`config.mk`:
```
export PLATFORM = sky130hd
export DESIGN_NAME = amh_ctrl
export DESIGN_NICKNAME = d
export VERILOG_FILES = /design/src/hdl/amh_pkg.sv /design/src/hdl/amh_ctrl.sv
export SDC_FILE = /design/constraint.sdc
export NUM_CORES = 1
export LEC_CHECK = 0
export ABC_AREA = 1
export ABC_CLOCK_PERIOD_IN_PS = 1300
export BUFFER_PORTS_ARGS = -buffer_cell sky130_fd_sc_hd__buf_2
export CORE_MARGIN = 2
export CORE_UTILIZATION = 40
export DETAILED_ROUTE_END_ITERATION = 16
export SLEW_MARGIN = 20
export SYNTH_ARGS = -nofsm -noshare
export SYNTH_HDL_FRONTEND = slang
export SYNTH_SLANG_ARGS = --single-unit
```
`constraint.sdc`:
```
create_clock -name clk -period 1.3 [get_ports clk]
set_input_delay 0.26 -clock clk [delete_from_list [all_inputs] [get_ports clk]]
set_output_delay 0.26 -clock clk [all_outputs]
set_load 0.01 [all_outputs]
```
`src/hdl/amh_pkg.sv`:
```
// Package: shared types, constants and AES helper functions for the MMO hash unit.
package amh_pkg;

  localparam int unsigned BLOCK_BYTES = 16;
  localparam int unsigned LEN_W       = 13;
  localparam int unsigned FILL_W      = 4;
  localparam int unsigned ROUND_W     = 4;
  localparam int unsigned NUM_ROUNDS  = 10;
  localparam logic [7:0]  PAD_BYTE    = 8'h80;
  localparam logic [FILL_W-1:0] LEN_POS = 4'd14;

  typedef logic [127:0] blk_t;

  // Controller to datapath commands.
  typedef struct packed {
    logic put_byte;     // write data byte at fill position
    logic pad;          // write 0x80 and clear the tail
    logic put_len;      // write the bit length into bytes 14-15
    logic aes_start;    // load state and round key for a new block
    logic aes_round;    // run one round
    logic chain_update; // chain <= aes ^ block, clear block
    logic clear_all;    // return to reset values
  } amh_cmd_t;

  // Datapath to controller status.
  typedef struct packed {
    logic block_full;   // fill count wraps on this byte
    logic pad_extra;    // 13 or more bytes held before padding
  } amh_sts_t;

  typedef logic [7:0] sbox_t [256];

  localparam sbox_t SBOX = '{
    8'h63,8'h7c,8'h77,8'h7b,8'hf2,8'h6b,8'h6f,8'hc5,8'h30,8'h01,8'h67,8'h2b,8'hfe,8'hd7,8'hab,8'h76,
    8'hca,8'h82,8'hc9,8'h7d,8'hfa,8'h59,8'h47,8'hf0,8'had,8'hd4,8'ha2,8'haf,8'h9c,8'ha4,8'h72,8'hc0,
    8'hb7,8'hfd,8'h93,8'h26,8'h36,8'h3f,8'hf7,8'hcc,8'h34,8'ha5,8'he5,8'hf1,8'h71,8'hd8,8'h31,8'h15,
    8'h04,8'hc7,8'h23,8'hc3,8'h18,8'h96,8'h05,8'h9a,8'h07,8'h12,8'h80,8'he2,8'heb,8'h27,8'hb2,8'h75,
    8'h09,8'h83,8'h2c,8'h1a,8'h1b,8'h6e,8'h5a,8'ha0,8'h52,8'h3b,8'hd6,8'hb3,8'h29,8'he3,8'h2f,8'h84,
    8'h53,8'hd1,8'h00,8'hed,8'h20,8'hfc,8'hb1,8'h5b,8'h6a,8'hcb,8'hbe,8'h39,8'h4a,8'h4c,8'h58,8'hcf,
    8'hd0,8'hef,8'haa,8'hfb,8'h43,8'h4d,8'h33,8'h85,8'h45,8'hf9,8'h02,8'h7f,8'h50,8'h3c,8'h9f,8'ha8,
    8'h51,8'ha3,8'h40,8'h8f,8'h92,8'h9d,8'h38,8'hf5,8'hbc,8'hb6,8'hda,8'h21,8'h10,8'hff,8'hf3,8'hd2,
    8'hcd,8'h0c,8'h13,8'hec,8'h5f,8'h97,8'h44,8'h17,8'hc4,8'ha7,8'h7e,8'h3d,8'h64,8'h5d,8'h19,8'h73,
    8'h60,8'h81,8'h4f,8'hdc,8'h22,8'h2a,8'h90,8'h88,8'h46,8'hee,8'hb8,8'h14,8'hde,8'h5e,8'h0b,8'hdb,
    8'he0,8'h32,8'h3a,8'h0a,8'h49,8'h06,8'h24,8'h5c,8'hc2,8'hd3,8'hac,8'h62,8'h91,8'h95,8'he4,8'h79,
    8'he7,8'hc8,8'h37,8'h6d,8'h8d,8'hd5,8'h4e,8'ha9,8'h6c,8'h56,8'hf4,8'hea,8'h65,8'h7a,8'hae,8'h08,
    8'hba,8'h78,8'h25,8'h2e,8'h1c,8'ha6,8'hb4,8'hc6,8'he8,8'hdd,8'h74,8'h1f,8'h4b,8'hbd,8'h8b,8'h8a,
    8'h70,8'h3e,8'hb5,8'h66,8'h48,8'h03,8'hf6,8'h0e,8'h61,8'h35,8'h57,8'hb9,8'h86,8'hc1,8'h1d,8'h9e,
    8'he1,8'hf8,8'h98,8'h11,8'h69,8'hd9,8'h8e,8'h94,8'h9b,8'h1e,8'h87,8'he9,8'hce,8'h55,8'h28,8'hdf,
    8'h8c,8'ha1,8'h89,8'h0d,8'hbf,8'he6,8'h42,8'h68,8'h41,8'h99,8'h2d,8'h0f,8'hb0,8'h54,8'hbb,8'h16
  };

  function automatic logic [7:0] xt(input logic [7:0] a);
    xt = {a[6:0], 1'b0} ^ (a[7] ? 8'h1b : 8'h00);
  endfunction

  // Byte i of a block, byte 0 in the top bits.
  function automatic logic [7:0] get_b(input blk_t v, input int i);
    get_b = v[127 - 8*i -: 8];
  endfunction

endpackage

```
`src/hdl/amh_ctrl.sv`:
```
// Controller: sequences byte intake, padding, AES rounds and digest output.
module amh_ctrl (
  input  logic              clk,
  input  logic              rst,
  input  logic              in_valid,
  output logic              in_ready,
  input  logic              has_byte,
  input  logic              last,
  output logic              out_valid,
  input  logic              out_ready,
  output logic              word_sel,
  input  amh_pkg::amh_sts_t sts,
  output amh_pkg::amh_cmd_t cmd
);
  import amh_pkg::*;

  typedef enum logic [3:0] {
    S_IDLE, S_START, S_ROUND, S_CHAIN, S_PAD, S_PAD_X, S_LEN, S_OUT0, S_OUT1
  } state_t;

  state_t          st;
  logic            fin;      // message end pending after current block
  logic            final_blk;// block in AES is the length block
  logic            pad_tail; // block in AES is the extra padding block
  logic [ROUND_W-1:0] cnt;

  assign in_ready  = (st == S_IDLE);
  assign out_valid = (st == S_OUT0) || (st == S_OUT1);
  assign word_sel  = (st == S_OUT1);

  always_comb begin
    cmd = '0;
    unique case (st)
      S_IDLE:  cmd.put_byte = in_valid && has_byte;
      S_START: cmd.aes_start = 1'b1;
      S_ROUND: cmd.aes_round = 1'b1;
      S_CHAIN: cmd.chain_update = 1'b1;
      S_PAD:   cmd.pad = 1'b1;
      S_PAD_X: cmd.put_len = 1'b1;
      S_LEN:   cmd.put_len = 1'b1;
      S_OUT1:  cmd.clear_all = out_ready;
      default: cmd = '0;
    endcase
  end

  always_ff @(posedge clk) begin
    if (rst) begin
      st        <= S_IDLE;
      fin       <= 1'b0;
      final_blk <= 1'b0;
      cnt       <= '0;
    end else begin
      unique case (st)
        S_IDLE: begin
          if (in_valid) begin
            fin <= last;
            if (has_byte && sts.block_full) begin
              final_blk <= 1'b0;
              st <= S_START;
            end else if (last) begin
              st <= S_PAD;
            end
          end
        end
        S_START: begin
          cnt <= '0;
          st  <= S_ROUND;
        end
        S_ROUND: begin
          cnt <= cnt + 4'd1;
          if (cnt == ROUND_W'(NUM_ROUNDS - 1)) st <= S_CHAIN;
        end
        S_CHAIN: begin
          // After an extra padding block, the cleared block takes only the length.
          if (final_blk) st <= S_OUT0;
          else if (pad_tail) st <= S_LEN;
          else if (fin) st <= S_PAD;
          else st <= S_IDLE;
        end
        S_PAD: begin
          // With 14+ held padding overwrites length bytes; extra block compressed at 13+.
          if (sts.pad_extra) begin
            final_blk <= 1'b0;
            fin       <= 1'b0;
            st        <= S_START;
          end else begin
            st <= S_LEN;
          end
        end
        S_PAD_X: st <= S_START;
        S_LEN: begin
          final_blk <= 1'b1;
          st        <= S_START;
        end
        S_OUT0: if (out_ready) st <= S_OUT1;
        S_OUT1: begin
          if (out_ready) begin
            fin       <= 1'b0;
            final_blk <= 1'b0;
            st        <= S_IDLE;
          end
        end
        default: st <= S_IDLE;
      endcase
    end
  end

  // Mark that the block now in AES is the extra padding block.
  always_ff @(posedge clk) begin
    if (rst) begin
      pad_tail <= 1'b0;
    end else if (st == S_PAD && sts.pad_extra) begin
      pad_tail <= 1'b1;
    end else if (st == S_CHAIN) begin
      pad_tail <= 1'b0;
    end
  end

endmodule

```
==> flow_summary.json, run 1 <==
{
  "synth_area_per_cell_um2": 6.03,
  "r2r_cells": 9,
  "io_pins": 18,
  "path_cells": "inv_2, nand2_4, nor2_4, nand2_1, nor2_1, buf_2",
  "critPathMaxFanout": 6,
  "track_usage": 0.208,
  "die_x_um": 45.8,
  "synth_warnings": 0,
  "clkTransAtPathRegs_ps": 80,
  "htree_levels": 1,
  "grt_pass1_wl_mm": 3.06,
  "finalCritPeriodShare": 1.10,
  "slew_viol_final": 0,
  "fin_skew_ps": 7.65,
  "relSlewSlack": 0.809,
  "rsz0062_at_grt": "yes",
  "syn-instance-count": 116,
  "grt_pass1_vias": 690,
  "cts_inserted_buffers": 3,
  "cap_violations": 0,
  "fmax_mhz": 698,
  "synth_common_cells": "29 x nand2_1, 18 x inv_1, 13 x nand3_1",
  "die-area_um2": 2100,
  "grt_overflow": 0,
  "synth-seq-cells": 11,
  "die_h_um": 45.8,
  "routed_wl_mm": 2.15,
  "async_flop_share": 0,
  "regArea_um2": 233,
  "cts-root-buf": "clkbuf_4",
  "gp_congestion": 0.861,
  "critical_path_class": "reg2out",
  "ys.flop_type": "dfxtp_1",
  "portBuffers": 17,
  "synth.top_cell.area_share": 0.315,
  "worstHoldPathType": "in2reg",
  "setup_viol": 11,
  "antenna_found_initial": 0,
  "antenna_cells": 0,
  "syn_area_um2": 699,
  "hpwl_mm": 1.43,
  "crit_required_ps": 1040,
  "cts_tree": "built",
  "endpoint_kind": "primary output",
  "p_int_uw": 813,
  "num_rows": 15,
  "crit_buf_inv": 2,
  "pre_cts_slack_ps": 8.70,
  "drt_iter0_drc": 34,
  "synth_edf_count": 0,
  "r2r-end": "final_blk",
  "yosysSeqAreaShare": 0.315,
  "cts_buffer_depth": 2,
  "ir_worst_vdd_mv": 0.644,
  "worst-path-stages": 6,
  "hold_viol": 0,
  "ant_nets": 0,
  "post_drt_via_cell_ratio": 5.27,
  "area_delta_synth_final_pct": 54.4,
  "worst_pin_slew_ps": 284,
  "syn_nets": 126,
  "fin_crit_ps": 1430,
  "core_um2": 1690,
  "switching_share": 0.423,
  "r2r_start": "st[1]",
  "worst-r2r-setup-slack_ps": -30,
  "outcome": "finished with violations",
  "firstDrtPassIters": 4,
  "start_kind": "flop",
  "clockPowerShare": 0.167,
  "synth_area_leader_cell": "dfxtp_1",
  "finalPower_mw": 1.41,
  "postCtsHoldBufs": 0,
  "violations": "negative setup slack",
  "nets": 159,
  "synth_most_common_cell": "nand2_1",
  "power_density_nw_per_um2": 1310,
  "whs_path_depth": 2,
  "min_from": "rst",
  "seqPwrFrac": 0.303,
  "vias": 869,
  "p_leak_nw": 0.532,
  "ys_top_cells_by_area": "dfxtp_1 31%, nand2_1 16%, inv_1 9.7%",
  "critPathTopFamily": "flip-flops",
  "cp_data_arrival_time_ps": 1170,
  "drive_above_1_share": 0.446,
  "crit_path_start": "st[1]",
  "cts.sinks": 11,
  "wl_per_cell_um": 13.0,
  "initial_utilization": 0.414,
  "p_sw_uw": 597,
  "multi_input_area_um2": 519,
  "num-fill-cells": 149,
  "setup_ws_ps": -134,
  "slowest_stage": "dfxtp_4",
  "crit_end": "cmd[6]",
  "grt_max_degree": 9,
  "post-route-drc-count": 0,
  "ys_types": 16,
  "pwr-share-comb": 0.530,
  "cpPeakStageDelay_ps": 380,
  "clk_latency_ps": 270
}
-- registers in the layout, summed over array words and instances, names as in the netlist --
register	cells
pad_tail	1
fin	1
cnt	4
st	4
final_blk	1
-- power by group through the flow --
| stage | Clock, mW | Sequential, mW | Combinational, mW |
|---|---|---|---|
| final | 0.236 | 0.427 | 0.747 |
| after CTS | 0.247 | 0.426 | 0.652 |
| after global routing | 0.268 | 0.433 | 0.804 |
| after floorplan | 0 | 0.416 | 0.326 |
| after global placement | 0 | 0.418 | 0.496 |
| after detailed placement | 0 | 0.420 | 0.491 |
-- through the flow --
stage / hold slack (ps) / area [um2] / setup TNS [ps] / util / std cells
2_1_floorplan: 447 / 699 / 0 / - / 116
3_3_place_gp: 467 / 840 / 0 / 0.497 / 154
3_5_place_dp: 480 / 840 / 0 / 0.497 / 154
4_1_cts: 250 / 1010 / -502 / 0.599 / 165
5_1_grt: 278 / 1080 / -1740 / 0.639 / 165
6_report: 266 / 1080 / -746 / 0.639 / 165
-- repair_timing --
| item | CTS | global route |
|---|---|---|
| buffers inserted | 7 | 0 |
| gates resized for setup | 31 | 20 |
| hold endpoints to repair | 0 | 0 |
| pin swaps | 5 | 2 |
| endpoints found under the setup margin | 11 | 17 |
-- placed cells by master (no fill, tap or decap), types with 3 or more instances in the layout --
master	instances
buf_6	4
nor2_2	3
inv_1	13
nor2_4	7
buf_4	10
nand2_2	5
dfxtp_1	7
nor2_1	4
a21oi_1	10
nand2_1	23
buf_2	15
inv_2	4
nand3_1	10
clkbuf_4	3
dfxtp_4	3
o21ai_0	5
-- worst min path at each step --
stage,slack (ps),to
after floorplan,450,pad_tail
after CTS,250,st[0]
after detailed placement,480,pad_tail
after global routing,280,st[2]
after global placement,470,pad_tail
final,270,st[2]
-- kinds of logic after synthesis --
logic type                 count (synthesis)  synth area share
DFF                                       11             0.315
adders and majority gates                  2            0.0358
buffers and inverters                     21             0.113
and+or+nand+nor                           63             0.401
AOI/OAI and AO/OA                         19             0.136
-- metal layers --
layer,routed length (um),up-vias,track usage
met1,878,408,0.265
met4,12,0,0.0514
met3,98,2,0.0595
li1,-,436,-
met2,1160,23,0.344
met5,0,-,0
-- final cells by class --
cell class                 count  share of cell area
multi-input combinational     84               0.481
timing repair buffer          29               0.181
inverter                      20              0.0788
clock buffer                   4              0.0243
tap                           17              0.0197
sequential                    11               0.216
-- worst register-to-register path, cell delays in order (launching register included) --
cell and delay, ps:
dfxtp_4 380, nor2_4 170, buf_6 160, nand2_2 50, inv_2 40, nand2_1 50
nor2_2 170, nand2_1 80, nand2_1 60, a21oi_1 50
(Power assumes the default switching activity.)
==> run 2, diff against run 1 <==
- ABC_CLOCK_PERIOD_IN_PS: 1300 -> 1690
- GPL_ROUTABILITY_DRIVEN: not set -> 0
- clock period: 1.3 -> 1.69 ns (I/O delays scaled with it)
==> run 2 against run 1 <==
Net effect:
- the run now ends clean
- count of clock-buffer cells in the layout is the same
- worst hold slack improved by 73 ps
- sequential power decreased by 24%
- die area unchanged
- first-iteration DRC count decreased by 68%
- largest cell class unchanged
- largest power group unchanged
==> flow_summary.json, run 2 (synthesized netlist as in run 1, its figures left out) <==
{
  "num_rows": 15,
  "ir_worst_vdd_mv": 0.482,
  "antenna_found_initial": 0,
  "start_kind": "flop",
  "hpwl_mm": 1.36,
  "hold_viol": 0,
  "drive_above_1_share": 0.243,
  "cts_buffer_depth": 2,
  "nets": 147,
  "worst_pin_slew_ps": 337,
  "cts_tree": "built",
  "grt_pass1_wl_mm": 2.92,
  "htree_levels": 1,
  "antenna_cells": 0,
  "routed_wl_mm": 1.71,
  "fmax_mhz": 616,
  "io_pins": 18,
  "clockPowerShare": 0.204,
  "ant_nets": 0,
  "layout_common_cells": "28 x nand2_1, 18 x inv_1, 17 x buf_2, 13 x nand3_1, 12 x a21oi_1",
  "clkTransAtPathRegs_ps": 70,
  "grt_overflow": 0,
  "initial_utilization": 0.414,
  "p_sw_uw": 365,
  "grt_pass1_vias": 732,
  "r2r_start": "st[2]",
  "fin_crit_ps": 1620,
  "die_x_um": 45.8,
  "worst_hold_slack_ps": 339,
  "min_from": "rst",
  "vias": 774,
  "drt_iter0_drc": 11,
  "cts-root-buf": "clkbuf_4",
  "largestRegisters": "cnt (4), st (4)",
  "post-route-drc-count": 0,
  "die-area_um2": 2100,
  "pre_cts_slack_ps": 331,
  "r2r-end": "st[0]",
  "slew_viol_final": 0,
  "final_common_cell": "nand2_1",
  "fin_cells": 153,
  "area_delta_synth_final_pct": 21.3,
  "finalCritPeriodShare": 0.961,
  "endpoint_kind": "primary output",
  "fin_area_um2": 848,
  "fin_skew_ps": 1.72,
  "outcome": "finished, final reports clean",
  "cap_violations": 0,
  "firstDrtPassIters": 4,
  "wl_per_cell_um": 11.2,
  "whs_path_depth": 2,
  "critPathMaxFanout": 6,
  "rsz0062_at_grt": "yes",
  "core_um2": 1690,
  "cts.sinks": 11,
  "worst-r2r-setup-slack_ps": 350,
  "min_to": "st[3]",
  "clk_latency_ps": 260,
  "p_int_uw": 511,
  "pwr-share-comb": 0.424,
  "r2r_cells": 9,
  "portBuffers": 17,
  "p_leak_nw": 0.447,
  "critical_path_class": "reg2out",
  "cts_inserted_buffers": 3,
  "placed_cells": 149,
  "track_usage": 0.193,
  "setup_ws_ps": 65.6,
  "power_density_nw_per_um2": 1030,
  "post_drt_via_cell_ratio": 5.06,
  "crit_required_ps": 1350,
  "setup_viol": 0,
  "relSlewSlack": 0.775,
  "die_h_um": 45.8,
  "dpl_cell_area_um2": 802,
  "worstHoldPathType": "in2reg",
  "grt_max_degree": 9,
  "switching_share": 0.417,
  "seqPwrFrac": 0.372,
  "cp_data_arrival_time_ps": 1290
}
==> run 2: worst max-delay path, stage by stage, from the launching register on <==
cell and delay (ps):
dfxtp_1 340, inv_1 110, nand2_2 130, nor2_2 250, buf_2 190
==> run 2: power groups by stage <==
| stage | sequential [mW] | combinational (mW) | clock (mW) |
|---|---|---|---|
| 2_1_floorplan | 0.320 | 0.251 | 0 |
| 3_3_place_gp | 0.326 | 0.350 | 0 |
| 3_5_place_dp | 0.327 | 0.347 | 0 |
| 4_1_cts | 0.321 | 0.351 | 0.188 |
| 5_1_grt | 0.331 | 0.429 | 0.195 |
| 6_report | 0.326 | 0.372 | 0.179 |
==> run 2: how the worst max path moves through the flow <==
stage	end	slack, ps	from	cells past startpoint
floorplan	cmd[6]	340	st[3]	5
global placement	cmd[6]	320	st[1]	6
detailed placement	cmd[6]	330	st[0]	6
CTS	out_valid	30	st[0]	4
global route	cmd[6]	-60	st[2]	6
finish	cmd[2]	70	st[2]	4
==> run 2: routing by layer <==
| metal | track usage | share of wire | up-vias | wire length, um |
|---|---|---|---|---|
| li1 | - | - | 411 | - |
| met1 | 0.239 | 0.47 | 354 | 800 |
| met2 | 0.332 | 0.51 | 9 | 869 |
| met3 | 0.0476 | 0.023 | 0 | 40 |
| met4 | 0.0514 | 0 | 0 | 0 |
| met5 | 0 | 0 | - | 0 |
==> run 2: layout make-up <==
type	instances	area [um2]
flip-flops and latches	11	223
multi-input cells	84	418
inverters	20	75.1
clock buffers	4	26.3
fillers	185	841
well taps	17	21.3
repair buffers	17	85.1
==> run 2: what timing repair did <==
action,CTS,global route
gates resized for setup,0,7
hold buffers,0,0
setup buffers,0,0
setup endpoints to repair,0,5
==> run 2: per-stage QoR <==
stage	TNS, ps	util	total power [mW]
4_1_cts	0	0.490	0.859
3_5_place_dp	0	0.475	0.675
2_1_floorplan	0	-	0.571
6_report	0	0.502	0.876
5_1_grt	-98.8	0.502	0.955
3_3_place_gp	0	0.475	0.675
==> run 3, diff against run 2 <==
==> constraint.sdc (replaced) <==
create_clock -name clk -period 1.69 [get_ports clk]
set_input_delay 0.338 -clock clk [delete_from_list [all_inputs] [get_ports clk]]
set_output_delay 0.338 -clock clk [all_outputs]
set_load 0.05 [all_outputs]
==> run 3 against run 2 <==
Net effect:
- non-clock buffer count up 2
- register-to-register slack about the same
- first-iteration DRC count increased by 82%
- design area increased by 4.7%
- via count up 4.5%
- highest routed layer is now met4
==> flow_summary.json, run 3 (synthesized netlist as in run 1, its figures left out) <==
{
  "finalCritPeriodShare": 0.939,
  "start_kind": "flop",
  "seqPwrFrac": 0.323,
  "vias": 809,
  "fmax_mhz": 630,
  "track_usage": 0.182,
  "dpl_cell_area_um2": 822,
  "grt_overflow": 0,
  "endpoint_kind": "primary output",
  "nets": 149,
  "worst-path-stages": 5,
  "p_sw_uw": 471,
  "clkTransAtPathRegs_ps": 70,
  "initial_utilization": 0.414,
  "setup_viol": 0,
  "largestRegisters": "cnt (4), st (4)",
  "post_cts.repair.setup_buffers": 0,
  "cts-root-buf": "clkbuf_4",
  "hold_viol": 0,
  "setup_tns_ps": 0,
  "ant_nets": 0,
  "drt_iter0_drc": 20,
  "hpwl_mm": 1.38,
  "htree_levels": 1,
  "ir_worst_vdd_mv": 0.553,
  "p_int_uw": 532,
  "routed_wl_mm": 1.69,
  "firstDrtPassIters": 4,
  "wl_per_cell_um": 10.9,
  "setup_ws_ps": 102,
  "crit_buf_inv": 3,
  "die_h_um": 45.8,
  "io_pins": 18,
  "cts.sinks": 11,
  "antenna_found_initial": 0,
  "final_common_cell": "nand2_1",
  "area_delta_synth_final_pct": 27.0,
  "critPathMaxFanout": 4,
  "fin_crit_ps": 1590,
  "critPathTopFamily": "flip-flops",
  "grt_pass1_wl_mm": 2.76,
  "p_leak_nw": 0.460,
  "r2r_cells": 9,
  "r2r_start": "st[2]",
  "drive_above_1_share": 0.290,
  "worst-r2r-setup-slack_ps": 360,
  "final_util": 0.526,
  "crit_end": "word_sel",
  "num_rows": 15,
  "min_from": "rst",
  "antenna_cells": 0,
  "die-area_um2": 2100,
  "power_density_nw_per_um2": 1130,
  "grt_max_degree": 9,
  "fin_skew_ps": 0.851,
  "regArea_um2": 224,
  "r2r-end": "st[3]",
  "cts_tree": "built",
  "post-route-drc-count": 0,
  "post_drt_via_cell_ratio": 5.22,
  "pre_cts_slack_ps": 223,
  "switching_share": 0.470,
  "path_cells": "inv_2, nor2_1, nand2_1, inv_1, buf_2",
  "portBuffers": 17,
  "clk_latency_ps": 270,
  "cp_data_arrival_time_ps": 1250,
  "slew_viol_final": 0,
  "cts_buffer_depth": 2,
  "worst_pin_slew_ps": 263,
  "worstHoldPathType": "in2reg",
  "core_um2": 1690,
  "multi_input_area_um2": 420,
  "crit_path_start": "st[3]",
  "fin_area_um2": 888,
  "pwr-share-comb": 0.494,
  "grt_pass1_vias": 647,
  "slowest_stage": "dfxtp_2",
  "relSlewSlack": 0.823,
  "critical_path_class": "reg2out",
  "crit_required_ps": 1350,
  "layout_common_cells": "28 x nand2_1, 16 x inv_1, 13 x nand3_1, 12 x a21oi_1, 12 x buf_2",
  "cap_violations": 0,
  "die_x_um": 45.8,
  "cpPeakStageDelay_ps": 370,
  "num-fill-cells": 168,
  "worst_hold_slack_ps": 323,
  "outcome": "finished, final reports clean",
  "clockPowerShare": 0.184,
  "rsz0062_at_grt": "no",
  "cts_inserted_buffers": 3
}
[run 3: changes by cell type in the layout (fill, tap and decap cells not counted), sizes merged]
cell,before,now
buf,17,18
clkinv,0,1
[run 3: power groups by stage]
| stage | Combinational [mW] | Sequential, mW | Clock [mW] |
|---|---|---|---|
| 5_1_grt | 0.543 | 0.330 | 0.208 |
| 4_1_cts | 0.487 | 0.321 | 0.193 |
| 3_3_place_gp | 0.469 | 0.325 | 0 |
| 2_1_floorplan | 0.354 | 0.320 | 0 |
| 3_5_place_dp | 0.466 | 0.326 | 0 |
| 6_report | 0.495 | 0.324 | 0.184 |
[run 3: timing repair]
action | in CTS | in global routing
hold buffers | 0 | 0
pin swaps | 0 | 0
endpoints found under the setup margin | 4 | 9
gates cloned | 0 | 0
resized for setup | 8 | 8
[run 3: per-stage QoR]
step | std cells | power, mW
2_1_floorplan | 116 | 0.675
3_3_place_gp | 151 | 0.794
3_5_place_dp | 151 | 0.793
4_1_cts | 155 | 1.00
5_1_grt | 155 | 1.08
6_report | 155 | 1.00
[run 3: worst min-delay path by stage]
| stage | cells past startpoint | end | slack [ps] |
|---|---|---|---|
| 4_1_cts | 2 | st[1] | 320 |
| 3_5_place_dp | 2 | pad_tail | 480 |
| 6_report | 2 | st[2] | 320 |
| 5_1_grt | 2 | st[0] | 340 |
| 3_3_place_gp | 2 | pad_tail | 470 |
| 2_1_floorplan | 2 | pad_tail | 450 |
[run 3: area by class of cell]
cell class | count | share of cell area
clock buffers | 3 | 0.0254
well taps | 17 | 0.0239
repair buffers | 19 | 0.135
flip-flops and latches | 11 | 0.252
clock inverters | 1 | 0.00563
multi-input cells | 84 | 0.473
inverters | 20 | 0.0845
[run 3: worst reg2reg max path, cell delays in order, from the launching register on]
cell	delay (ps)
dfxtp_2	370
inv_2	60
nand2_4	110
nor2_2	50
buf_4	150
nand2_1	60
nand2_1	80
nor2_2	180
nand2_1	80
a21oi_1	130
[run 3: per-layer routing]
metal / share of wire / global-route usage
met2: 0.46 / 0.285
met3: 0.061 / 0.0635
met1: 0.48 / 0.242
met4: 0.0042 / 0.0343
met5: 0 / 0
